**config.mk**
```make
export PLATFORM = sky130hd
export DESIGN_NAME = fsgs_ram
export DESIGN_NICKNAME = d
export VERILOG_FILES = /design/src/hdl/fsgs_ram.sv
export SDC_FILE = /design/constraint.sdc
export NUM_CORES = 1
export LEC_CHECK = 0
export ABC_AREA = 1
export BUFFER_PORTS_ARGS = -buffer_cell sky130_fd_sc_hd__buf_4
export CORE_ASPECT_RATIO = 2
export CORE_MARGIN = 2
export CORE_UTILIZATION = 50
export CTS_CLUSTER_DIAMETER = 60
export DETAILED_ROUTE_END_ITERATION = 10
export PLACE_DENSITY = 0.68
export SYNTH_ARGS = -nofsm -noshare
export SYNTH_HDL_FRONTEND = slang
export SYNTH_SLANG_ARGS = --single-unit
```
**constraint.sdc**
```tcl
create_clock -name clk -period 2 [get_ports clk]
set_clock_uncertainty 0.15 [all_clocks]
set_input_delay 0.5 -clock clk [delete_from_list [all_inputs] [get_ports clk]]
set_output_delay 0.5 -clock clk [all_outputs]
set_load 0.005 [all_outputs]
```
**src/hdl/fsgs_ram.sv**
```systemverilog
module fsgs_ram #(
  parameter int WIDTH = 8,
  parameter int DEPTH = 16
) (
  input  logic                     clk,
  input  logic                     we,
  input  logic [$clog2(DEPTH)-1:0] waddr,
  input  logic [WIDTH-1:0]         wdata,
  input  logic                     re,
  input  logic [$clog2(DEPTH)-1:0] raddr,
  output logic [WIDTH-1:0]         rdata
);

  logic [WIDTH-1:0] mem [DEPTH];

  always_ff @(posedge clk) begin
    if (we) begin
      mem[waddr] <= wdata;
    end
    if (re) begin
      rdata <= mem[raddr];
    end
  end

endmodule

```
==> impl_metrics.yaml <==
global_routing:
  grt_pass1_vias: 3774
  grt_util_all_layers: 0.229
  overflow: 0
  antenna_found_initial: 0
  grt_pass1_wl_mm: 20.5
  grt_max_degree: 62
clocking:
  insertion_delay_ns: 0.41
  root_buffer: "clkbuf_16"
  clockBufferDepth: 2
  htreeDepth: 4
  postCtsSetupBuffers: 0
  clk_pin_slew_ns: 0.06
  cts_buffers: 17
  cts_tree: "done"
  cts_resized: 0
  holdBufCountCts: 0
  cts_sinks: 136
setup_path:
  crit_family: "flip-flops"
  critPathSlowestCell: "edfxtp_1"
  cp.required_ns: 1.35
  critPathBufInv: 1
  worstPathMaxFanout: 1
  worst-path-stages: 1
  crit_arrival_ns: 0.94
  crit_chain: "buf_4"
  cpPeakStageDelay_ns: 0.39
  crit_type: "flop to output pin"
  cp-start-kind: "flop"
  crit_path_end_kind: "output pin"
  reg2regPathDepth: 6
hold_path:
  hold-path-cell-count: 1
  min_path_type: "primary input to flop"
power:
  p_sw_frac: 0.207
  p_comb_frac: 0.062
  p_int_w: 0.00543
  power_switching_w: 0.00142
  total_power_w: 0.00685
  clkPwrFrac: 0.467
  ir_drop_v: 0.000752
  seqPwrFrac: 0.471
  powerDensity_mw_per_mm2: 991
  p_leak_nw: 3.00
logic_synthesis:
  synth_seq_cells: 136
  ys_types: 11
  synth_nets: 570
  syn_avg_cell_area_um2: 10.6
  synth_area_mm2: 0.00585
  netlist_instances: 551
  yosysSeqAreaShare: 0.698
  yosys_warnings: 0
timing:
  period_minus_slack_ns: 1.59
  timing.setup.tns_ns: 0
  slew_viol_final: 0
  rsz0062_at_grt: "false"
  finalCritPeriodShare: 0.797
  setup_viol: 0
  maxSlewHeadroom: 0.751
  fmax_mhz: 627
  worst_pin_slew_ns: 0.373
  hold_violations: 0
status:
  status: "complete, no violations"
die:
  die_x_um: 80.5
  core_mm2: 0.0114
  rows: 55
  fp.dieH_um: 157
  io_pins: 27
  die_area_mm2: 0.0126
  start_util: 0.515
placement:
  post-dp-hpwl_mm: 8.67
  numPortBuffers: 26
  place.gp.congestion: 0.863
detailed_routing:
  routedWlPerCell_um: 17.8
  dr_total_vias: 3909
  drt-total-wl_mm: 13.4
  drc_errors: 0
  drtPass1Iterations: 5
  vias_per_cell: 5.20
  antenna_left: 0
  drt_iter0_drc: 386
job:
  drv_cap: 0
finish:
  area_growth_pct: 18.3
  final_layout_size_suffix_gt1_frac: 0.134
  final_nets: 616
  multi_input_area_mm2: 0.00121
  n_antenna_cell: 0
  regArea_mm2: 0.00408
  fillers: 965
  final_common_cell: "nand2_1"
  final_cell_mix: "nand2_1 (173), edfxtp_1 (136), inv_1 (100)"
==> flip-flops by register name, summed over array words and instances (netlist names) <==
name,flops
mem,128
rdata,8
==> metal layers <==
metal / GRT usage / wire (um) / vias up
li1: - / - / 1871
met1: 0.267 / 4860 / 1875
met2: 0.392 / 7360 / 133
met3: 0.0384 / 578 / 30
met4: 0.132 / 573 / 0
met5: 0 / 0 / -
==> through the flow <==
stage | instances | util | area (um^2) | setup WS [ns] | hold slack [ns]
after floorplan | 551 | - | 5850 | 0.399 | 0.449
after global placement | 720 | 0.555 | 6300 | 0.152 | 0.581
after detailed placement | 720 | 0.555 | 6300 | 0.122 | 0.589
after CTS | 752 | 0.609 | 6920 | 0.388 | 0.238
after global routing | 752 | 0.609 | 6920 | 0.368 | 0.237
final | 752 | 0.609 | 6920 | 0.405 | 0.249
==> power groups by stage <==
| stage | combinational (W) | clock [W] | sequential, W |
|---|---|---|---|
| finish | 0.000423 | 0.00320 | 0.00323 |
| global route | 0.000466 | 0.00336 | 0.00323 |
| CTS | 0.000430 | 0.00324 | 0.00323 |
| global placement | 0.000417 | 0 | 0.00329 |
| floorplan | 0.000225 | 0 | 0.00329 |
| detailed placement | 0.000426 | 0 | 0.00329 |
==> cell families after synthesis <==
group | after synthesis | synth area share
buffers and inverters | 126 | 0.0939
and+or+nand+nor | 289 | 0.208
DFF | 136 | 0.698
==> synthesized netlist by cell type (all sizes together) <==
cell type	number	share of area
nand3b	2	0.0026
inv	102	0.065
nand2	173	0.11
edfxtp	136	0.70
nor2	17	0.011
buf	24	0.028
nand3	97	0.083
==> final cells by class <==
type	count	area share
clock buffers	19	0.0626
clock inverters	13	0.0259
inverters	102	0.0554
multi-input cells	289	0.176
flip-flops and latches	136	0.591
well taps	142	0.0257
repair buffers	51	0.0644
==> path summary, 6_finish.rpt <==
check | from | end | slack [ns]
worst max-delay path | rdata[0] | rdata[0] | 0.41
worst min-delay path | re | rdata[7] | 0.25
worst min register to register | mem[13][2] | rdata[2] | 0.60
worst max register to register | mem[0][7] | rdata[7] | 0.65
Note: power is estimated with default switching activity, not from simulation.
